<file path="src/sv/dsts_pkg.sv">
`timescale 1ns / 1ps
`default_nettype none

package dsts_pkg;

  // Field widths fixed by the sensor and ADC interface
  localparam int unsigned INTEG_W  = 20;
  localparam int unsigned SAMPLE_W = 16;
  localparam int unsigned CNT_W    = 21;
  localparam int unsigned CFG_IDX_W = 2;

  // Lead periods with start low before integration
  localparam int unsigned LEAD_CLOCKS = 2;

  // Defaults for the top-level parameters
  localparam int unsigned PAUSE_CLOCKS_DEF = 87;
  localparam int unsigned CHANNELS_DEF     = 288;

  // Integration register reset value
  localparam logic [INTEG_W-1:0] INTEG_RST = INTEG_W'(100);

  // Configuration register indexes
  localparam logic [CFG_IDX_W-1:0] REG_INTEG_A = CFG_IDX_W'(0);
  localparam logic [CFG_IDX_W-1:0] REG_INTEG_B = CFG_IDX_W'(1);

  // Run phase codes
  localparam logic [1:0] PH_IDLE = 2'd0;
  localparam logic [1:0] PH_SEQ  = 2'd1;
  localparam logic [1:0] PH_READ = 2'd2;

  // Control from the sequencer to one sensor lane
  typedef struct packed {
    logic seq_en;   // advance the count this period
    logic restart;  // a run starts this period: count reads as zero
    logic clr;      // run ends: clear the count
  } lane_ctrl_t;

  // Status from one sensor lane for the current period
  typedef struct packed {
    logic pulse;
    logic level;
    logic done;     // sequence complete after this period
  } lane_stat_t;

  // One result word
  typedef struct packed {
    logic                clk_a_pulse;
    logic                clk_b_pulse;
    logic                start_a_level;
    logic                start_b_level;
    logic                video_valid;
    logic [SAMPLE_W-1:0] video_a;
    logic [SAMPLE_W-1:0] video_b;
    logic                last_channel;
    logic                busy_res;
  } res_t;

endpackage

`default_nettype wire

</file>
<file path="src/sv/dsts_ifs.sv">
`timescale 1ns / 1ps
`default_nettype none

// Input word channel: one sensor clock period
interface dsts_in_if;
  logic                          valid;
  logic                          ready;
  logic                          cmd;
  logic [dsts_pkg::SAMPLE_W-1:0] sample_a;
  logic [dsts_pkg::SAMPLE_W-1:0] sample_b;

  modport source (output valid, cmd, sample_a, sample_b, input ready);
  modport sink   (input valid, cmd, sample_a, sample_b, output ready);
endinterface

// Result word channel
interface dsts_out_if;
  logic                          valid;
  logic                          ready;
  logic                          clk_a_pulse;
  logic                          clk_b_pulse;
  logic                          start_a_level;
  logic                          start_b_level;
  logic                          video_valid;
  logic [dsts_pkg::SAMPLE_W-1:0] video_a;
  logic [dsts_pkg::SAMPLE_W-1:0] video_b;
  logic                          last_channel;
  logic                          busy_res;

  modport source (output valid, clk_a_pulse, clk_b_pulse, start_a_level, start_b_level,
                  video_valid, video_a, video_b, last_channel, busy_res,
                  input ready);
  modport sink   (input valid, clk_a_pulse, clk_b_pulse, start_a_level, start_b_level,
                  video_valid, video_a, video_b, last_channel, busy_res,
                  output ready);
endinterface

// Configuration write channel
interface dsts_cfg_if;
  logic                           valid;
  logic                           ready;
  logic [dsts_pkg::CFG_IDX_W-1:0] index;
  logic [dsts_pkg::INTEG_W-1:0]   data;

  modport source (output valid, index, data, input ready);
  modport sink   (input valid, index, data, output ready);
endinterface

`default_nettype wire

</file>
<file path="src/sv/dual_spectrometer_timing_sequencer.sv">
`timescale 1ns / 1ps
`default_nettype none

// Timing sequencer for two linear spectrometer sensors. Every input word stands for one
// sensor clock period and yields exactly one result word; one word is taken per clock
// cycle, with a result register between input and output so a stalled output does not
// stop the next word until that register is full. A start command while idle opens a run
// in that same period: each sensor gets 2 lead pulses with start low, its integration
// count with start high, then PAUSE_CLOCKS pulses with start low; the sensor that ends
// first stops pulsing until the other is done. CHANNELS readout periods follow, passing
// both ADC samples through with both clocks pulsing; the last one is flagged. Starts while
// busy are dropped. Configuration index 0 sets the sensor A integration time, index 1
// sensor B; writes take effect immediately and other indexes are ignored.
module dual_spectrometer_timing_sequencer #(
  parameter int unsigned PAUSE_CLOCKS = dsts_pkg::PAUSE_CLOCKS_DEF,
  parameter int unsigned CHANNELS     = dsts_pkg::CHANNELS_DEF
) (
  input wire logic  clk_i,
  input wire logic  rst_ni,
  dsts_in_if.sink   in_i,
  dsts_out_if.source out_o,
  dsts_cfg_if.sink  cfg_i
);

  localparam int unsigned IDX_W = (CHANNELS > 1) ? $clog2(CHANNELS) : 1;
  localparam logic [IDX_W-1:0] IDX_LAST = IDX_W'(CHANNELS - 1);

  logic [dsts_pkg::INTEG_W-1:0] integ_a_q, integ_b_q;
  logic [1:0]                   phase_q, phase_d;
  logic [IDX_W-1:0]             idx_q, idx_d;
  logic                         out_valid_q;
  dsts_pkg::res_t               res_q, res_d;

  logic                 acc;
  logic                 idle;
  logic                 start;
  logic                 in_seq;
  logic                 in_read;
  logic                 last_idx;
  dsts_pkg::lane_ctrl_t ctrl;
  dsts_pkg::lane_stat_t stat_a, stat_b;

  // Configuration registers
  assign cfg_i.ready = 1'b1;

  always_ff @(posedge clk_i or negedge rst_ni) begin
    if (!rst_ni) begin
      integ_a_q <= dsts_pkg::INTEG_RST;
      integ_b_q <= dsts_pkg::INTEG_RST;
    end else if (cfg_i.valid) begin
      if (cfg_i.index == dsts_pkg::REG_INTEG_A) begin
        integ_a_q <= cfg_i.data;
      end else if (cfg_i.index == dsts_pkg::REG_INTEG_B) begin
        integ_b_q <= cfg_i.data;
      end
    end
  end

  // Take a word whenever the result register is free or draining
  assign in_i.ready = !out_valid_q || out_o.ready;
  assign acc        = in_i.valid && in_i.ready;

  // Phase decode for the current word
  assign idle     = !(phase_q == dsts_pkg::PH_SEQ || phase_q == dsts_pkg::PH_READ);
  assign start    = idle && in_i.cmd;
  assign in_seq   = (phase_q == dsts_pkg::PH_SEQ) || start;
  assign in_read  = (phase_q == dsts_pkg::PH_READ);
  assign last_idx = (idx_q == IDX_LAST);

  assign ctrl.seq_en  = acc && in_seq;
  assign ctrl.restart = start;
  assign ctrl.clr     = acc && in_read && last_idx;

  dsts_lane #(.PAUSE_CLOCKS(PAUSE_CLOCKS)) u_lane_a (
    .clk_i   (clk_i),
    .rst_ni  (rst_ni),
    .integ_i (integ_a_q),
    .ctrl_i  (ctrl),
    .stat_o  (stat_a)
  );

  dsts_lane #(.PAUSE_CLOCKS(PAUSE_CLOCKS)) u_lane_b (
    .clk_i   (clk_i),
    .rst_ni  (rst_ni),
    .integ_i (integ_b_q),
    .ctrl_i  (ctrl),
    .stat_o  (stat_b)
  );

  // Merge lane status and readout data into one result word
  always_comb begin
    res_d               = '0;
    res_d.busy_res      = !idle || start;
    res_d.clk_a_pulse   = in_seq ? stat_a.pulse : in_read;
    res_d.clk_b_pulse   = in_seq ? stat_b.pulse : in_read;
    res_d.start_a_level = in_seq && stat_a.level;
    res_d.start_b_level = in_seq && stat_b.level;
    res_d.video_valid   = in_read;
    res_d.video_a       = in_read ? in_i.sample_a : '0;
    res_d.video_b       = in_read ? in_i.sample_b : '0;
    res_d.last_channel  = in_read && last_idx;
  end

  // Advance the run phase and readout index
  always_comb begin
    phase_d = phase_q;
    idx_d   = idx_q;
    if (acc) begin
      if (in_seq) begin
        phase_d = dsts_pkg::PH_SEQ;
        if (stat_a.done && stat_b.done) begin
          phase_d = dsts_pkg::PH_READ;
          idx_d   = '0;
        end
      end else if (in_read) begin
        if (last_idx) begin
          phase_d = dsts_pkg::PH_IDLE;
          idx_d   = '0;
        end else begin
          idx_d = idx_q + IDX_W'(1);
        end
      end else begin
        phase_d = dsts_pkg::PH_IDLE;
      end
    end
  end

  always_ff @(posedge clk_i or negedge rst_ni) begin
    if (!rst_ni) begin
      phase_q     <= dsts_pkg::PH_IDLE;
      idx_q       <= '0;
      out_valid_q <= 1'b0;
    end else begin
      phase_q <= phase_d;
      idx_q   <= idx_d;
      if (acc) begin
        out_valid_q <= 1'b1;
      end else if (out_o.ready) begin
        out_valid_q <= 1'b0;
      end
    end
  end

  // Hold the result word until taken
  always_ff @(posedge clk_i) begin
    if (acc) begin
      res_q <= res_d;
    end
  end

  assign out_o.valid         = out_valid_q;
  assign out_o.clk_a_pulse   = res_q.clk_a_pulse;
  assign out_o.clk_b_pulse   = res_q.clk_b_pulse;
  assign out_o.start_a_level = res_q.start_a_level;
  assign out_o.start_b_level = res_q.start_b_level;
  assign out_o.video_valid   = res_q.video_valid;
  assign out_o.video_a       = res_q.video_a;
  assign out_o.video_b       = res_q.video_b;
  assign out_o.last_channel  = res_q.last_channel;
  assign out_o.busy_res      = res_q.busy_res;

  // An idle word carries nothing but zeros
  a_idle_zero: assert property (@(posedge clk_i) disable iff (!rst_ni)
    (out_o.valid && !out_o.busy_res) |->
      (!out_o.clk_a_pulse && !out_o.clk_b_pulse && !out_o.video_valid &&
       !out_o.start_a_level && !out_o.start_b_level))
    else $error("idle result word is not all zero");

  // The last channel flag only appears on a readout word
  a_last_in_read: assert property (@(posedge clk_i) disable iff (!rst_ni)
    (out_o.valid && out_o.last_channel) |-> (out_o.video_valid && out_o.busy_res))
    else $error("last channel outside readout");

  // A start line high always comes with its clock pulse
  a_level_pulse: assert property (@(posedge clk_i) disable iff (!rst_ni)
    (out_o.valid && (out_o.start_a_level || out_o.start_b_level)) |->
      ((!out_o.start_a_level || out_o.clk_a_pulse) &&
       (!out_o.start_b_level || out_o.clk_b_pulse)))
    else $error("start level without clock pulse");

  // Readout is entered only once both lanes have finished
  a_read_entry: assert property (@(posedge clk_i) disable iff (!rst_ni)
    (acc && phase_q == dsts_pkg::PH_SEQ && phase_d == dsts_pkg::PH_READ) |->
      (stat_a.done && stat_b.done))
    else $error("readout entered before both sensors finished");

endmodule

`default_nettype wire

</file>
<file path="src/sv/dsts_lane.sv">
`timescale 1ns / 1ps
`default_nettype none

// One sensor lane: period counter, clock gate and start line level
module dsts_lane #(
  parameter int unsigned PAUSE_CLOCKS = dsts_pkg::PAUSE_CLOCKS_DEF
) (
  input  wire logic                         clk_i,
  input  wire logic                         rst_ni,
  input  wire logic [dsts_pkg::INTEG_W-1:0] integ_i,
  input  wire dsts_pkg::lane_ctrl_t         ctrl_i,
  output dsts_pkg::lane_stat_t              stat_o
);

  localparam int unsigned CW = dsts_pkg::CNT_W;

  logic [CW-1:0] cnt_q, cnt_d;
  logic [CW-1:0] cnt_cur;
  logic [CW-1:0] cnt_nxt;
  logic [CW-1:0] integ_end;
  logic [CW-1:0] total;
  logic          active;

  // Sequence boundaries for the current integration time
  assign integ_end = CW'(dsts_pkg::LEAD_CLOCKS) + CW'(integ_i);
  assign total     = integ_end + CW'(PAUSE_CLOCKS);

  // Count seen this period: zero on the first period of a run
  assign cnt_cur = ctrl_i.restart ? '0 : cnt_q;
  assign active  = (cnt_cur < total);
  assign cnt_nxt = active ? cnt_cur + CW'(1) : cnt_cur;

  assign stat_o.pulse = active;
  assign stat_o.level = active && (cnt_cur >= CW'(dsts_pkg::LEAD_CLOCKS)) &&
                        (cnt_cur < integ_end);
  assign stat_o.done  = (cnt_nxt >= total);

  // Advance while sequencing, drop to zero at the end of a run
  always_comb begin
    cnt_d = cnt_q;
    if (ctrl_i.clr) begin
      cnt_d = '0;
    end else if (ctrl_i.seq_en) begin
      cnt_d = cnt_nxt;
    end
  end

  always_ff @(posedge clk_i or negedge rst_ni) begin
    if (!rst_ni) begin
      cnt_q <= '0;
    end else begin
      cnt_q <= cnt_d;
    end
  end

endmodule

`default_nettype wire
</file>
<file path="src/flat_wrapper.sv">
// flat-port wrapper written by rule: the top's interface ports become plain ports
module dual_spectrometer_timing_sequencer_flat 
#(
  parameter int unsigned PAUSE_CLOCKS = dsts_pkg::PAUSE_CLOCKS_DEF,
  parameter int unsigned CHANNELS     = dsts_pkg::CHANNELS_DEF
)
  (clk_i, rst_ni, in_i_valid, in_i_cmd, in_i_sample_a, in_i_sample_b, in_i_ready, out_o_valid, out_o_clk_a_pulse, out_o_clk_b_pulse, out_o_start_a_level, out_o_start_b_level, out_o_video_valid, out_o_video_a, out_o_video_b, out_o_last_channel, out_o_busy_res, out_o_ready, cfg_i_valid, cfg_i_index, cfg_i_data, cfg_i_ready);
  dsts_in_if in_i_i ();
  dsts_out_if out_o_i ();
  dsts_cfg_if cfg_i_i ();
  input wire logic clk_i;
  input wire logic rst_ni;
  input wire logic [$bits(in_i_i.valid)-1:0] in_i_valid;
  input wire logic [$bits(in_i_i.cmd)-1:0] in_i_cmd;
  input wire logic [$bits(in_i_i.sample_a)-1:0] in_i_sample_a;
  input wire logic [$bits(in_i_i.sample_b)-1:0] in_i_sample_b;
  output wire logic [$bits(in_i_i.ready)-1:0] in_i_ready;
  output wire logic [$bits(out_o_i.valid)-1:0] out_o_valid;
  output wire logic [$bits(out_o_i.clk_a_pulse)-1:0] out_o_clk_a_pulse;
  output wire logic [$bits(out_o_i.clk_b_pulse)-1:0] out_o_clk_b_pulse;
  output wire logic [$bits(out_o_i.start_a_level)-1:0] out_o_start_a_level;
  output wire logic [$bits(out_o_i.start_b_level)-1:0] out_o_start_b_level;
  output wire logic [$bits(out_o_i.video_valid)-1:0] out_o_video_valid;
  output wire logic [$bits(out_o_i.video_a)-1:0] out_o_video_a;
  output wire logic [$bits(out_o_i.video_b)-1:0] out_o_video_b;
  output wire logic [$bits(out_o_i.last_channel)-1:0] out_o_last_channel;
  output wire logic [$bits(out_o_i.busy_res)-1:0] out_o_busy_res;
  input wire logic [$bits(out_o_i.ready)-1:0] out_o_ready;
  input wire logic [$bits(cfg_i_i.valid)-1:0] cfg_i_valid;
  input wire logic [$bits(cfg_i_i.index)-1:0] cfg_i_index;
  input wire logic [$bits(cfg_i_i.data)-1:0] cfg_i_data;
  output wire logic [$bits(cfg_i_i.ready)-1:0] cfg_i_ready;
  assign in_i_i.valid = in_i_valid;
  assign in_i_i.cmd = in_i_cmd;
  assign in_i_i.sample_a = in_i_sample_a;
  assign in_i_i.sample_b = in_i_sample_b;
  assign in_i_ready = in_i_i.ready;
  assign out_o_valid = out_o_i.valid;
  assign out_o_clk_a_pulse = out_o_i.clk_a_pulse;
  assign out_o_clk_b_pulse = out_o_i.clk_b_pulse;
  assign out_o_start_a_level = out_o_i.start_a_level;
  assign out_o_start_b_level = out_o_i.start_b_level;
  assign out_o_video_valid = out_o_i.video_valid;
  assign out_o_video_a = out_o_i.video_a;
  assign out_o_video_b = out_o_i.video_b;
  assign out_o_last_channel = out_o_i.last_channel;
  assign out_o_busy_res = out_o_i.busy_res;
  assign out_o_i.ready = out_o_ready;
  assign cfg_i_i.valid = cfg_i_valid;
  assign cfg_i_i.index = cfg_i_index;
  assign cfg_i_i.data = cfg_i_data;
  assign cfg_i_ready = cfg_i_i.ready;
  dual_spectrometer_timing_sequencer #(.PAUSE_CLOCKS(PAUSE_CLOCKS), .CHANNELS(CHANNELS)) u_core (.clk_i(clk_i), .rst_ni(rst_ni), .in_i(in_i_i), .out_o(out_o_i), .cfg_i(cfg_i_i));
endmodule
</file>
<file path="config.mk">
export PLATFORM = sky130hd
export DESIGN_NAME = dual_spectrometer_timing_sequencer_flat
export DESIGN_NICKNAME = d
export VERILOG_FILES = /design/src/sv/dsts_pkg.sv /design/src/sv/dsts_ifs.sv /design/src/sv/dual_spectrometer_timing_sequencer.sv /design/src/sv/dsts_lane.sv /design/src/flat_wrapper.sv
export SDC_FILE = /design/constraint.sdc
export NUM_CORES = 1
export LEC_CHECK = 0
export ABC_AREA = 1
export BUFFER_PORTS_ARGS = -buffer_cell sky130_fd_sc_hd__buf_2
export CORE_MARGIN = 8
export CORE_UTILIZATION = 50
export DETAILED_ROUTE_END_ITERATION = 10
export GPL_TIMING_DRIVEN = 1
export PLACE_DENSITY = 0.8
export SYNTH_ARGS = -nofsm -noshare
export SYNTH_HDL_FRONTEND = slang
export SYNTH_SLANG_ARGS = --single-unit
</file>
<file path="constraint.sdc">
create_clock -name clk_i -period 5.53 [get_ports clk_i]
set_input_delay 1.106 -clock clk_i [delete_from_list [all_inputs] [get_ports clk_i]]
set_output_delay 1.106 -clock clk_i [all_outputs]
set_load 0.05 [all_outputs]
</file>
Yosys cells after proc, flatten, opt, wreduce, memory -nomap -nowiden
Cells that the tools add are included.
W data, S select, Z words.
{ "totals": {"inputBits": 60, "out_inout_bits": 42, "wordCells": 85, "regBits": 133} }
{ "op_classes": {"mux": 20, "n_reduce_logical": 27, "n_eq_ne": 6, "n_bitwise": 1, "magnitude_cmp": 8, "add_sub_neg": 7} }
{ "ops": {"columns": ["operator", "count"], "rows": [
  ["$mux W21", 8],
  ["$lt A21 B21 Y1", 4],
  ["$add A2 B20 Y21 const A", 2],
  ["$add A21 B1 Y21 const B", 2],
  ["$add A21 B7 Y21 const B", 2],
  ["$ge A21 B2 Y1 const B", 2],
  ["$ge A21 B21 Y1", 2],
  ["$mux W9", 4],
  ["$logic_and A1 B1 Y1", 13],
  ["$add A9 B1 Y9 const B", 1],
  ["$eq A9 B9 Y1 const B", 1],
  ["$mux W2", 4],
  ["$reduce_and A3 Y1", 2],
  ["$reduce_bool A2 Y1", 3],
  ["$eq A2 B1 Y1 const B", 2],
  ["$logic_or A1 B1 Y1", 4],
  ["$mux W1", 4],
  ["$reduce_and A2 Y1", 2],
  ["$ne A3 B2 Y1 const B", 1],
  ["$eq A2 B2 Y1 const B", 1],
  ["$logic_not A1 Y1", 2],
  ["$logic_not A2 Y1", 1],
  ["$ne A2 B2 Y1 const B", 1],
  ["$not A1 Y1", 1]
]} }

Logic depth before layout (Yosys ltp)
Gate-level depths: netlist of run 1.
{ "depth": {"ltp_word": 11, "depth_mapped": 47} }

By module
A second synthesis of run 1 with hierarchy kept.
{ "hier_totals": {"hier_cells": 1745, "area_unflattened_um2": 12125.4} }
{ "modules_own_cells": {"columns": ["mod", "cells_each", "area_per_inst_um2", "instances", "seq_area_each_um2"], "rows": [
  ["dsts_lane at u_core.u_lane_b", 677, 4187.8, 1, 525.5],
  ["dsts_lane at u_core.u_lane_a", 683, 4121.5, 1, 525.5],
  ["dual_spectrometer_timing_sequencer", 385, 3816.2, 1, 2479.9]
]} }

Least setup slack after synthesis of run 1
No wires, ideal clock.
{ "synth_path": {"path_type": "in2reg", "start": "in in_i_cmd", "end": "reg u_core.idx_q[0]", "cell_stages": 44, "n_path_buf": 4, "setup_ps": 119, "setup_slack_ps": -446, "arrival_ps": 5857, "path_cell_list": "nand2_1 -> inv_1 -> buf_1 -> clkbuf_1 -> buf_1 -> nor2_1 -> ha_1 -> nand2_1 -> nor2_1 -> o21ai_0 -> o211ai_1 -> nand2_1 -> nand2_1 -> nand3_1 -> nand3_1 -> nand2_1 -> nand2_1 -> nand2_1 -> [8 not listed] -> nand2_1 -> nor2_1 -> a211oi_1 -> o21ai_0 -> a221oi_1 -> o21ai_0 -> a221oi_1 -> nand2_1 -> nand3_1 -> nand2_1 -> nand2_1 -> nand3_1 -> nand2_1 -> nand2_1 -> nand3_2 -> nand2_2 -> nand2_1 -> nand2_1"} }
{ "synth_between": {"elab_chain_cells": 8, "elab_cells_between_ends": 17, "classes_between": "add/sub (2); order compare (4); eq/ne (1); mux (5); reduce/logical (5)"} }
{ "synth_lines": {"columns": ["element", "line", "source"], "rows": [
  ["from (decl)", "flat_wrapper.sv:14", "input wire logic [$bits(in_i_i.cmd)-1:0] in_i_cmd;"],
  ["$logic_and A1 B1 Y1 *", "dual_spectrometer_timing_sequencer.sv:65", "assign start = idle && in_i.cmd;"],
  ["$mux W21", "dsts_lane.sv:29", "assign cnt_cur = ctrl_i.restart ? '0 : cnt_q;"],
  ["$add A21 B1 Y21 or $lt A21 B21 Y1 (tied branches)", "dsts_lane.sv:31, dsts_lane.sv:30", null],
  ["$mux W21", "dsts_lane.sv:31", "assign cnt_nxt = active ? cnt_cur + CW'(1) : cnt_cur;"],
  ["$ge A21 B21 Y1", "dsts_lane.sv:36", "assign stat_o.done = (cnt_nxt >= total);"],
  ["$logic_and A1 B1 Y1", "dual_spectrometer_timing_sequencer.sv:111", "if (stat_a.done && stat_b.done) begin"],
  ["$ne A2 B2 Y1 (no line)", null, null],
  ["$reduce_and A3 Y1 (no line)", null, null],
  ["to (signal assigned)", "dual_spectrometer_timing_sequencer.sv:135", "idx_q <= idx_d;"],
  ["to (decl)", "dual_spectrometer_timing_sequencer.sv:30", "logic [IDX_W-1:0] idx_q, idx_d;"]
]} }
Mark *: on every way between the ends. The rest lies on a longest branch, timed or not.
A chain may end at the register's enable or synchronous reset.

Final worst setup path of run 1
{ "layout_path": {"start": "reg u_core.integ_a_q[2] (netlist name)", "end": "reg u_core.idx_q[4]"} }
{ "layout_between": {"elab_chain_cells": 8} }
{ "layout_lines": {"columns": ["element", "line", "source"], "rows": [
  ["from (decl)", "dual_spectrometer_timing_sequencer.sv:28", "logic [dsts_pkg::INTEG_W-1:0] integ_a_q, integ_b_q;"],
  ["from (signal assigned)", "dual_spectrometer_timing_sequencer.sv:48", "integ_a_q <= dsts_pkg::INTEG_RST;"],
  ["from (signal assigned)", "dual_spectrometer_timing_sequencer.sv:52", "integ_a_q <= cfg_i.data;"],
  ["$add A2 B20 Y21 *", "dsts_lane.sv:25", "assign integ_end = CW'(dsts_pkg::LEAD_CLOCKS) + CW'(integ_i);"],
  ["$add A21 B7 Y21 *", "dsts_lane.sv:26", "assign total = integ_end + CW'(PAUSE_CLOCKS);"],
  ["$lt A21 B21 Y1", "dsts_lane.sv:30", "assign active = (cnt_cur < total);"],
  ["$mux W21", "dsts_lane.sv:31", null],
  ["$ge A21 B21 Y1 *", "dsts_lane.sv:36", null],
  ["$logic_and A1 B1 Y1 *", "dual_spectrometer_timing_sequencer.sv:111", null],
  ["$ne A2 B2 Y1 (no line) *", null, null],
  ["$reduce_and A3 Y1 (no line) *", null, null]
]} }
Marked as above.

==> impl_results.html, run 1 <==
<table>
<tr><th>Metric</th><th>Value</th></tr>
<tr><th colspan="2">Synthesis</th></tr>
<tr><td>Synth async-reset ratio</td><td>70.68%</td></tr>
<tr><td>Total of flip-flops plus latches after synthesis</td><td>between 100 and 150</td></tr>
<tr><td>Dominant synthesized flop cell</td><td>dfrtp_1</td></tr>
<tr><td>Netlist Area Pre-Place</td><td>11680 um2</td></tr>
<tr><td>Top-count cell post-synth</td><td>nand2_1</td></tr>
<tr><td>Largest cells by area after synthesis</td><td>dfrtp_1 19%, nand2_1 13%, ha_1 12%, edfxtp_1 10%, inv_1 9.6%</td></tr>
<tr><td>Area fraction of the dominant cell type after synthesis</td><td>18.85%</td></tr>
<tr><td>Warnings, synthesis</td><td>0</td></tr>
<tr><td>Number of enable-type register cells in the synthesized netlist</td><td>39</td></tr>
<tr><td>Number of instances in the synthesized netlist</td><td>between 1.5k and 2k</td></tr>
<tr><td>Library cell with the largest summed area after synthesis</td><td>dfrtp_1</td></tr>
<tr><td>Sequential cell area fraction in the yosys report</td><td>30.22%</td></tr>
<tr><td>Number of library cell types mapped by synthesis</td><td>54</td></tr>
<tr><td>Most numerous cell types in the synthesized netlist</td><td>404 x nand2_1, 300 x inv_1, 160 x nor2_1</td></tr>
<tr><td>Average cell area after synthesis</td><td>around 7.0 um2</td></tr>
<tr><td>Mapped Nets</td><td>between 1.5k and 2k</td></tr>
<tr><th colspan="2">Timing</th></tr>
<tr><td>Sum of negative setup slack</td><td>-0.01752 ns</td></tr>
<tr><td>Unrepaired setup endpoints after global routing</td><td>true</td></tr>
<tr><td>Hold violation count in the final report</td><td>0</td></tr>
<tr><td>Layout Skew</td><td>0.01501 ns</td></tr>
<tr><td>Post-route worst hold slack</td><td>about 0.52 ns</td></tr>
<tr><td>Number of pins with negative max-slew slack in the final report</td><td>0</td></tr>
<tr><td>Worst rel slew slack</td><td>between 20% and 30%</td></tr>
<tr><td>Final setup margin</td><td>-0.01688 ns</td></tr>
<tr><td>Minimum period implied by the final worst setup slack</td><td>about 5.5 ns</td></tr>
<tr><td>Ratio of final minimum period to clock period</td><td>100.3%</td></tr>
<tr><td>Setup violations, final</td><td>2</td></tr>
<tr><td>Transition time of the tightest slew-check pin</td><td>~1.2 ns</td></tr>
<tr><td>Highest achievable clock rate</td><td>roughly 0.18 GHz</td></tr>
<tr><th colspan="2">Route</th></tr>
<tr><td>Initial DRC Count</td><td>roughly 1.2k</td></tr>
<tr><td>Final routed DRC violation total</td><td>0</td></tr>
<tr><td>Post-detailed-route via-to-cell ratio</td><td>5.298</td></tr>
<tr><td>Overall via count from detail_route</td><td>approximately 12k</td></tr>
<tr><td>Final wirelength</td><td>35.41 mm</td></tr>
<tr><td>Average routed wire per standard cell</td><td>between 15 and 20 um</td></tr>
<tr><td>Antenna Violating Nets Remaining</td><td>0</td></tr>
<tr><td>First-pass iteration count of the detailed router</td><td>5</td></tr>
<tr><th colspan="2">Power</th></tr>
<tr><td>Power density relative to cell area</td><td>between 400 and 500 nW/um2</td></tr>
<tr><td>Power share of the combinational group</td><td>between 60% and 70%</td></tr>
<tr><td>Static Leak</td><td>roughly 7.8 nW</td></tr>
<tr><td>Total net switching power</td><td>around 0.0032 W</td></tr>
<tr><td>Cell internal pwr</td><td>between 0.003 and 0.004 W</td></tr>
<tr><td>Fraction of power spent switching nets</td><td>approximately 46%</td></tr>
<tr><td>Clock Power Share</td><td>about 18%</td></tr>
<tr><td>Proportion of power drawn by flip-flops and latches</td><td>20.6%</td></tr>
<tr><td>Worst voltage drop across the vdd grid</td><td>~0.28 mV</td></tr>
<tr><th colspan="2">Global routing</th></tr>
<tr><td>Via count of the first global-routing pass</td><td>11.53k</td></tr>
<tr><td>Total congestion overflow</td><td>0</td></tr>
<tr><td>First-pass GRT wire length</td><td>56.59 mm</td></tr>
<tr><td>Number of antenna violations at the first check in global routing</td><td>0</td></tr>
<tr><td>Pin count of the biggest net entering global routing</td><td>55</td></tr>
<tr><td>Global routing usage summed across all routing layers</td><td>approximately a quarter</td></tr>
<tr><th colspan="2">Floorplan</th></tr>
<tr><td>Overall die width</td><td>roughly 170 um</td></tr>
<tr><td>Floorplan row count</td><td>56</td></tr>
<tr><td>Starting density of the core</td><td>around half</td></tr>
<tr><td>Floorplan die height</td><td>between 150 and 200 um</td></tr>
<tr><td>Die Area</td><td>28520 um2</td></tr>
<tr><td>Std-Cell Core Area</td><td>around 23000 um2</td></tr>
<tr><td>IO Count</td><td>around 100</td></tr>
<tr><th colspan="2">Finish</th></tr>
<tr><td>Area added between synthesis and finish</td><td>28.89%</td></tr>
<tr><td>Non-filler cells, final</td><td>about 2.3k</td></tr>
<tr><td>Fill count</td><td>around 2k</td></tr>
<tr><td>Share of layout cells above drive strength 1</td><td>between 20% and 30%</td></tr>
<tr><td>Count of inserted antenna diode cells</td><td>0</td></tr>
<tr><td>Post-Route Utilization</td><td>about two thirds</td></tr>
<tr><td>Net count, final</td><td>2122</td></tr>
<tr><th colspan="2">CTS</th></tr>
<tr><td>Clock sinks</td><td>around 130</td></tr>
<tr><td>Maximum buffer depth of the clock tree</td><td>2</td></tr>
<tr><td>CTS buffer count</td><td>17</td></tr>
<tr><td>CTS root buffer</td><td>clkbuf_16</td></tr>
<tr><td>Clock tree from TritonCTS</td><td>yes</td></tr>
<tr><td>Count of H-tree levels built during CTS</td><td>4</td></tr>
<tr><td>Post-CTS clock slew at the launch and capture registers of the worst setup and hold paths</td><td>about 0.06 ns</td></tr>
<tr><td>Insertion delay of the later-clocked pin in the worst-skew pair</td><td>approximately 0.43 ns</td></tr>
<tr><th colspan="2">Setup path</th></tr>
<tr><td>Sort of element at the end of the critical path</td><td>register</td></tr>
<tr><td>Required arrival time at the worst endpoint</td><td>5.83 ns</td></tr>
<tr><td>Critical Path Slowest Stage Cell</td><td>dfstp_2</td></tr>
<tr><td>Number of stages on the worst setup path</td><td>42</td></tr>
<tr><td>Most numerous cell on the critical path</td><td>nand2_2</td></tr>
<tr><td>Data arrival, critical path</td><td>just under 6 ns</td></tr>
<tr><td>Largest delay contributor family on the critical path</td><td>simple AND/OR/NAND/NOR gates</td></tr>
<tr><td>Number of cells traversed by the worst register-to-register path</td><td>42</td></tr>
<tr><td>Buffering stage count on the worst path with inverters included</td><td>9</td></tr>
<tr><td>Largest incremental delay on the critical path</td><td>~0.56 ns</td></tr>
<tr><td>Critical path peak fanout</td><td>6</td></tr>
<tr><td>Setup crit start kind</td><td>register</td></tr>
<tr><td>Worst Path Class, Setup</td><td>reg -&gt; reg</td></tr>
<tr><th colspan="2">Place</th></tr>
<tr><td>Detailed Place HPWL</td><td>27.02 mm</td></tr>
<tr><td>Count of input and output buffers</td><td>100</td></tr>
<tr><td>Pre-CTS setup slack</td><td>-0.3285 ns</td></tr>
<tr><td>RePlAce Congestion</td><td>between 0.9 and 1</td></tr>
<tr><td>Inst Count DP</td><td>2214</td></tr>
<tr><th colspan="2">Run</th></tr>
<tr><td>Max-cap violations</td><td>0</td></tr>
<tr><th colspan="2">Run status</th></tr>
<tr><td>Failing checks</td><td>negative setup slack</td></tr>
<tr><td>Run status</td><td>finished with violations</td></tr>
<tr><th colspan="2">Worst hold path</th></tr>
<tr><td>Worst Hold Depth</td><td>2</td></tr>
<tr><td>Hold crit path type</td><td>reg -&gt; reg</td></tr>
</table>
routing by layer:
layer,global-route usage [%],vias up,part of all wire [%]
met4,7.259,0,2.1
li1,-,5969,-
met3,3.564,55,8.1
met5,0,-,0
met2,38.84,493,45
met1,33.45,5558,45
through the flow:
stage / area, um2 / power [W]
after detailed placement: 13690 / 0.005247
after global routing: 15060 / 0.007465
after CTS: 14570 / 0.006646
after global placement: 13690 / 0.005152
after floorplan: 11710 / 0.003869
final: 15060 / 0.006968
sequential cells by signal, summed over array words and instances (netlist names):
signal	cells
u_core.idx_q	9
u_core.integ_a_q	20
u_core.integ_b_q	20
u_core.out_o.busy_res	1
u_core.out_o.clk_a_pulse	1
u_core.out_o.clk_b_pulse	1
u_core.out_o.last_channel	1
u_core.out_o.start_a_level	1
u_core.out_o.start_b_level	1
u_core.out_o.valid	1
u_core.out_o.video_a	16
u_core.out_o.video_b	16
u_core.out_o.video_valid	1
u_core.phase_q	2
u_core.u_lane_a.cnt_q	21
u_core.u_lane_b.cnt_q	21
power by group through the flow:
stage | combinational [W] | clock, W | sequential (W)
4_1_cts | 0.00397 | 0.00124 | 0.00143
2_1_floorplan | 0.00233 | 0 | 0.00154
5_1_grt | 0.00471 | 0.00129 | 0.00147
3_5_place_dp | 0.00380 | 0 | 0.00144
6_report | 0.00429 | 0.00124 | 0.00144
3_3_place_gp | 0.00372 | 0 | 0.00143
worst paths after layout:
kind	from	end	slack [ns]
min in group asynchronous	rst_ni	u_core.integ_a_q[0]	0.64
min reg2reg	u_core.integ_b_q[19]	u_core.integ_b_q[19]	0.52
max reg2reg	u_core.integ_a_q[2]	u_core.idx_q[4]	-0.02
max in group asynchronous	rst_ni	u_core.u_lane_b.cnt_q[19]	3.75
min	u_core.integ_b_q[19]	u_core.integ_b_q[19]	0.52
max	u_core.integ_a_q[2]	u_core.idx_q[4]	-0.02
cell families (layout without fill, tap and decap cells):
| family | after synthesis | count (layout) | synth area share [%] |
|---|---|---|---|
| buffers and inverters | 340 | 637 | 11.12 |
| AO/OA/AOI/OAI | 182 | 182 | 9.285 |
| adder cells (fa/ha/maj) | 115 | 115 | 12.32 |
| flip-flops | 133 | 133 | 30.22 |
| other | 1 | 1 | 0.03210 |
| XOR/XNOR | 65 | 65 | 4.937 |
| AND/OR/NAND/NOR | 827 | 827 | 32.09 |
repair_timing:
action	in CTS	in global routing
pin swaps	17	64
setup buffers	17	16
endpoints found under the setup margin	11	11
hold buffers	0	0
gates resized for setup	30	86
cell usage in the layout (no fill, tap or decap), drive strengths merged, types with 4 or more instances in the layout:
cell type,Yosys,final
nand3b,5,5
o21ai,64,64
dfrtp,88,88
nor4,17,17
a211oi,9,9
o22ai,42,42
bufinv,0,4
buf,8,294
clkinv,1,7
nand3,102,102
a21oi,37,37
edfxtp,39,39
dfstp,6,6
inv,310,312
nor2,190,190
clkbuf,21,20
o21a,6,6
ha,115,115
nor3,29,29
nand4,51,51
nand2,429,429
xor2,60,60
xnor2,5,5
tightest hold or removal path, stage by stage (launching register included):
cell and delay, ns:
dfrtp_1 0.37, nand2_1 0.06, o21ai_0 0.06
final cells by class:
type / count / area, um2 / area share (%)
multi-input cells: 1190 / 7341 / 48.75
repair buffers: 294 / 1994 / 13.24
clock inverters: 12 / 177.7 / 1.180
flip-flops and latches: 133 / 3531 / 23.45
inverters: 311 / 1170 / 7.768
clock buffers: 20 / 446.7 / 2.966
well taps: 319 / 399.1 / 2.650
(Power assumes the default switching activity.)
==> run 2: changes to the inputs <==
SETUP_SLACK_MARGIN = 0.15   (was default)
==> run 2 against run 1 <==
Net effect:
- the flow still finishes with violations (negative setup slack)
- critical path type unchanged
- highest routed layer unchanged
- routed wire length increased by 0.93%
- non-clock buffer count decreased by 26
- largest cell class unchanged
- global-route usage up 0.26 points
- register-to-register slack lost 0.15 ns
- first-iteration DRC count grew 8.5%
- clock skew decreased by 0.0056 ns
- worst setup slack worse by 0.15 ns
- clock power fell by 9.7%
- fmax fell by 2.6%
==> impl_results.html, run 2 (synthesis results as in run 1) <==
<table>
<tr><th>Metric</th><th>Value</th></tr>
<tr><th colspan="2">Run status</th></tr>
<tr><td>Run status</td><td>finished with violations</td></tr>
<tr><td>Failing checks</td><td>negative setup slack</td></tr>
<tr><th colspan="2">Setup path</th></tr>
<tr><td>Required arrival time at the worst endpoint</td><td>just under 6 ns</td></tr>
<tr><td>Data arrival, critical path</td><td>around 6.0 ns</td></tr>
<tr><td>Largest incremental delay on the critical path</td><td>0.56 ns</td></tr>
<tr><td>Buffering stage count on the worst path with inverters included</td><td>24</td></tr>
<tr><td>Sort of element at the end of the critical path</td><td>register</td></tr>
<tr><td>Setup crit start kind</td><td>register</td></tr>
<tr><td>Most numerous cell on the critical path</td><td>buf_4</td></tr>
<tr><td>Worst Path Class, Setup</td><td>reg -&gt; reg</td></tr>
<tr><td>Critical Path Slowest Stage Cell</td><td>dfstp_2</td></tr>
<tr><td>Critical path peak fanout</td><td>8</td></tr>
<tr><td>Largest delay contributor family on the critical path</td><td>buffers and inverters</td></tr>
<tr><th colspan="2">Route</th></tr>
<tr><td>Initial DRC Count</td><td>around 1.3k</td></tr>
<tr><td>Met1 wire length</td><td>about 16 mm</td></tr>
<tr><td>Final routed DRC violation total</td><td>0</td></tr>
<tr><td>Average routed wire per standard cell</td><td>roughly 16 um</td></tr>
<tr><td>Antenna Violating Nets Remaining</td><td>0</td></tr>
<tr><td>Overall via count from detail_route</td><td>about 12k</td></tr>
<tr><td>Routed wire length on met2</td><td>15.93 mm</td></tr>
<tr><td>First-pass iteration count of the detailed router</td><td>6</td></tr>
<tr><td>Post-detailed-route via-to-cell ratio</td><td>approximately 5.3</td></tr>
<tr><td>Met3 Routed Length</td><td>about 3.2 mm</td></tr>
<tr><td>Top routing layer in use</td><td>met4</td></tr>
<tr><td>Final wirelength</td><td>between 30 and 40 mm</td></tr>
<tr><th colspan="2">Floorplan</th></tr>
<tr><td>IO Count</td><td>about 100</td></tr>
<tr><td>Floorplan row count</td><td>56</td></tr>
<tr><td>Starting density of the core</td><td>50.38%</td></tr>
<tr><td>Floorplan die height</td><td>roughly 170 um</td></tr>
<tr><td>Std-Cell Core Area</td><td>about 23000 um2</td></tr>
<tr><td>Overall die width</td><td>168.9 um</td></tr>
<tr><td>Die Area</td><td>between 20000 and 30000 um2</td></tr>
<tr><th colspan="2">Timing</th></tr>
<tr><td>Unrepaired setup endpoints after global routing</td><td>true</td></tr>
<tr><td>Worst rel slew slack</td><td>~22%</td></tr>
<tr><td>Number of pins with negative max-slew slack in the final report</td><td>0</td></tr>
<tr><td>Transition time of the tightest slew-check pin</td><td>1.171 ns</td></tr>
<tr><td>Minimum period implied by the final worst setup slack</td><td>around 5.7 ns</td></tr>
<tr><td>Ratio of final minimum period to clock period</td><td>103.0%</td></tr>
<tr><td>Layout Skew</td><td>between 0.009 and 0.01 ns</td></tr>
<tr><td>Highest achievable clock rate</td><td>~0.18 GHz</td></tr>
<tr><td>Final setup margin</td><td>-0.1639 ns</td></tr>
<tr><td>Hold violation count in the final report</td><td>0</td></tr>
<tr><td>Setup violations, final</td><td>10</td></tr>
<tr><td>Post-route worst hold slack</td><td>around 0.53 ns</td></tr>
<tr><th colspan="2">Finish</th></tr>
<tr><td>Flip-flop and latch area</td><td>approximately 3500 um2</td></tr>
<tr><td>Share of layout cells above drive strength 1</td><td>a little under a quarter</td></tr>
<tr><td>Commonest cells after routing, fill and taps aside</td><td>380 x nand2_1, 295 x inv_1, 159 x buf_4</td></tr>
<tr><td>Layout Cell Area excl Fill</td><td>14850 um2</td></tr>
<tr><td>Non-filler cells, final</td><td>2253</td></tr>
<tr><td>Area taken by multi-input logic gates</td><td>between 7000 and 8000 um2</td></tr>
<tr><td>Most common library cell in the layout ignoring fill and taps</td><td>nand2_1</td></tr>
<tr><td>Largest registers in the final layout</td><td>u_core.u_lane_a.cnt_q: 21 flops, u_core.u_lane_b.cnt_q: 21 flops</td></tr>
<tr><td>Area added between synthesis and finish</td><td>27.08%</td></tr>
<tr><td>Net count, final</td><td>~2.1k</td></tr>
<tr><td>Count of inserted antenna diode cells</td><td>0</td></tr>
<tr><td>Fill count</td><td>just under 2k</td></tr>
<tr><th colspan="2">CTS</th></tr>
<tr><td>Clock tree from TritonCTS</td><td>yes</td></tr>
<tr><td>Maximum buffer depth of the clock tree</td><td>2</td></tr>
<tr><td>CTS buffer count</td><td>17</td></tr>
<tr><td>Count of H-tree levels built during CTS</td><td>4</td></tr>
<tr><td>CTS root buffer</td><td>clkbuf_16</td></tr>
<tr><td>Post-CTS clock slew at the launch and capture registers of the worst setup and hold paths</td><td>0.06 ns</td></tr>
<tr><td>Clock sinks</td><td>133</td></tr>
<tr><td>Insertion delay of the later-clocked pin in the worst-skew pair</td><td>~0.43 ns</td></tr>
<tr><td>Quantity of hold-fixing buffers added after cts</td><td>0</td></tr>
<tr><th colspan="2">Power</th></tr>
<tr><td>Power density relative to cell area</td><td>roughly 450 nW/um2</td></tr>
<tr><td>Static Leak</td><td>~7.6 nW</td></tr>
<tr><td>Worst voltage drop across the vdd grid</td><td>0.2540 mV</td></tr>
<tr><th colspan="2">Place</th></tr>
<tr><td>Count of input and output buffers</td><td>100</td></tr>
<tr><td>Inst Count DP</td><td>2160</td></tr>
<tr><td>Placed Instance Area</td><td>between 10000 and 15000 um2</td></tr>
<tr><td>Detailed Place HPWL</td><td>between 20 and 30 mm</td></tr>
<tr><td>RePlAce Congestion</td><td>a little under 1</td></tr>
<tr><th colspan="2">Run</th></tr>
<tr><td>Max-cap violations</td><td>0</td></tr>
<tr><th colspan="2">Worst hold path</th></tr>
<tr><td>Hold crit path type</td><td>reg -&gt; reg</td></tr>
<tr><th colspan="2">Global routing</th></tr>
<tr><td>Pin count of the biggest net entering global routing</td><td>56</td></tr>
<tr><td>Global routing usage summed across all routing layers</td><td>24.55%</td></tr>
<tr><td>Total congestion overflow</td><td>0</td></tr>
<tr><td>First-pass GRT wire length</td><td>approximately 57 mm</td></tr>
<tr><td>Number of antenna violations at the first check in global routing</td><td>0</td></tr>
<tr><td>Via count of the first global-routing pass</td><td>11.56k</td></tr>
</table>
[run 2: changes by cell type in the layout (fill, tap and decap cells not counted), sizes merged]
cell      delta
clkinvlp     +5
buf         -26
inv          +2
clkinv       -3
clkbuf       -1
bufinv       -3
[run 2: worst paths after layout]
| kind | startpoint | end | slack, ns | depth (start not counted) |
|---|---|---|---|---|
| setup / recovery | u_core.integ_a_q[2] | u_core.idx_q[8] | -0.16 | 43 |
| hold / removal | u_core.integ_a_q[5] | u_core.integ_a_q[5] | 0.53 | 2 |
| setup reg to reg | u_core.integ_a_q[2] | u_core.idx_q[8] | -0.16 | 43 |
| hold reg to reg | u_core.integ_a_q[5] | u_core.integ_a_q[5] | 0.53 | 2 |
| max in group asynchronous | rst_ni | u_core.u_lane_b.cnt_q[10] | 3.70 | 2 |
| min in group asynchronous | rst_ni | u_core.integ_a_q[4] | 0.73 | 1 |
[run 2: layout make-up]
cell class,instances,share of cell area (%)
clock buffers,19,2.983
inverters,311,7.879
flip-flops and latches,133,23.78
multi-input cells,1190,49.60
well taps,319,2.688
repair buffers,268,12.25
clock inverters,13,0.8174
[run 2: worst min-delay path: stages, from the launching register on]
cell and delay, ns:
dfstp_2 0.39, nand2_1 0.06, o21ai_0 0.07
[run 2: routing by layer]
metal / GRT usage (%) / up-vias
met5: 0 / -
met4: 7.259 / 0
met3: 4.123 / 73
met2: 40.15 / 561
met1: 32.79 / 5497
li1: - / 5901
[run 2: power breakdown]
part	internal [W]	switching, W
logic	0.00159	0.00259
registers	0.00128	0.000151
clock network	0.000635	0.000484
[run 2: what timing repair did]
item                       CTS  global route
hold endpoints to repair     0             0
cloned                       0             0
resized for setup           54            60
pin swaps                   20            26
setup endpoints to repair   11            11
buffers inserted            49            12
[run 2: per-stage QoR]
step,setup TNS [ns],setup WS (ns),util (%),total power [W]
floorplan,0,0.1670,-,0.003886
global placement,-1.898,-0.2062,57.41,0.005019
detailed placement,-1.435,-0.1594,57.41,0.005116
CTS,0,0.05926,62.44,0.006433
global route,-4.108,-0.4204,64.02,0.007216
finish,-1.434,-0.1639,64.02,0.006726
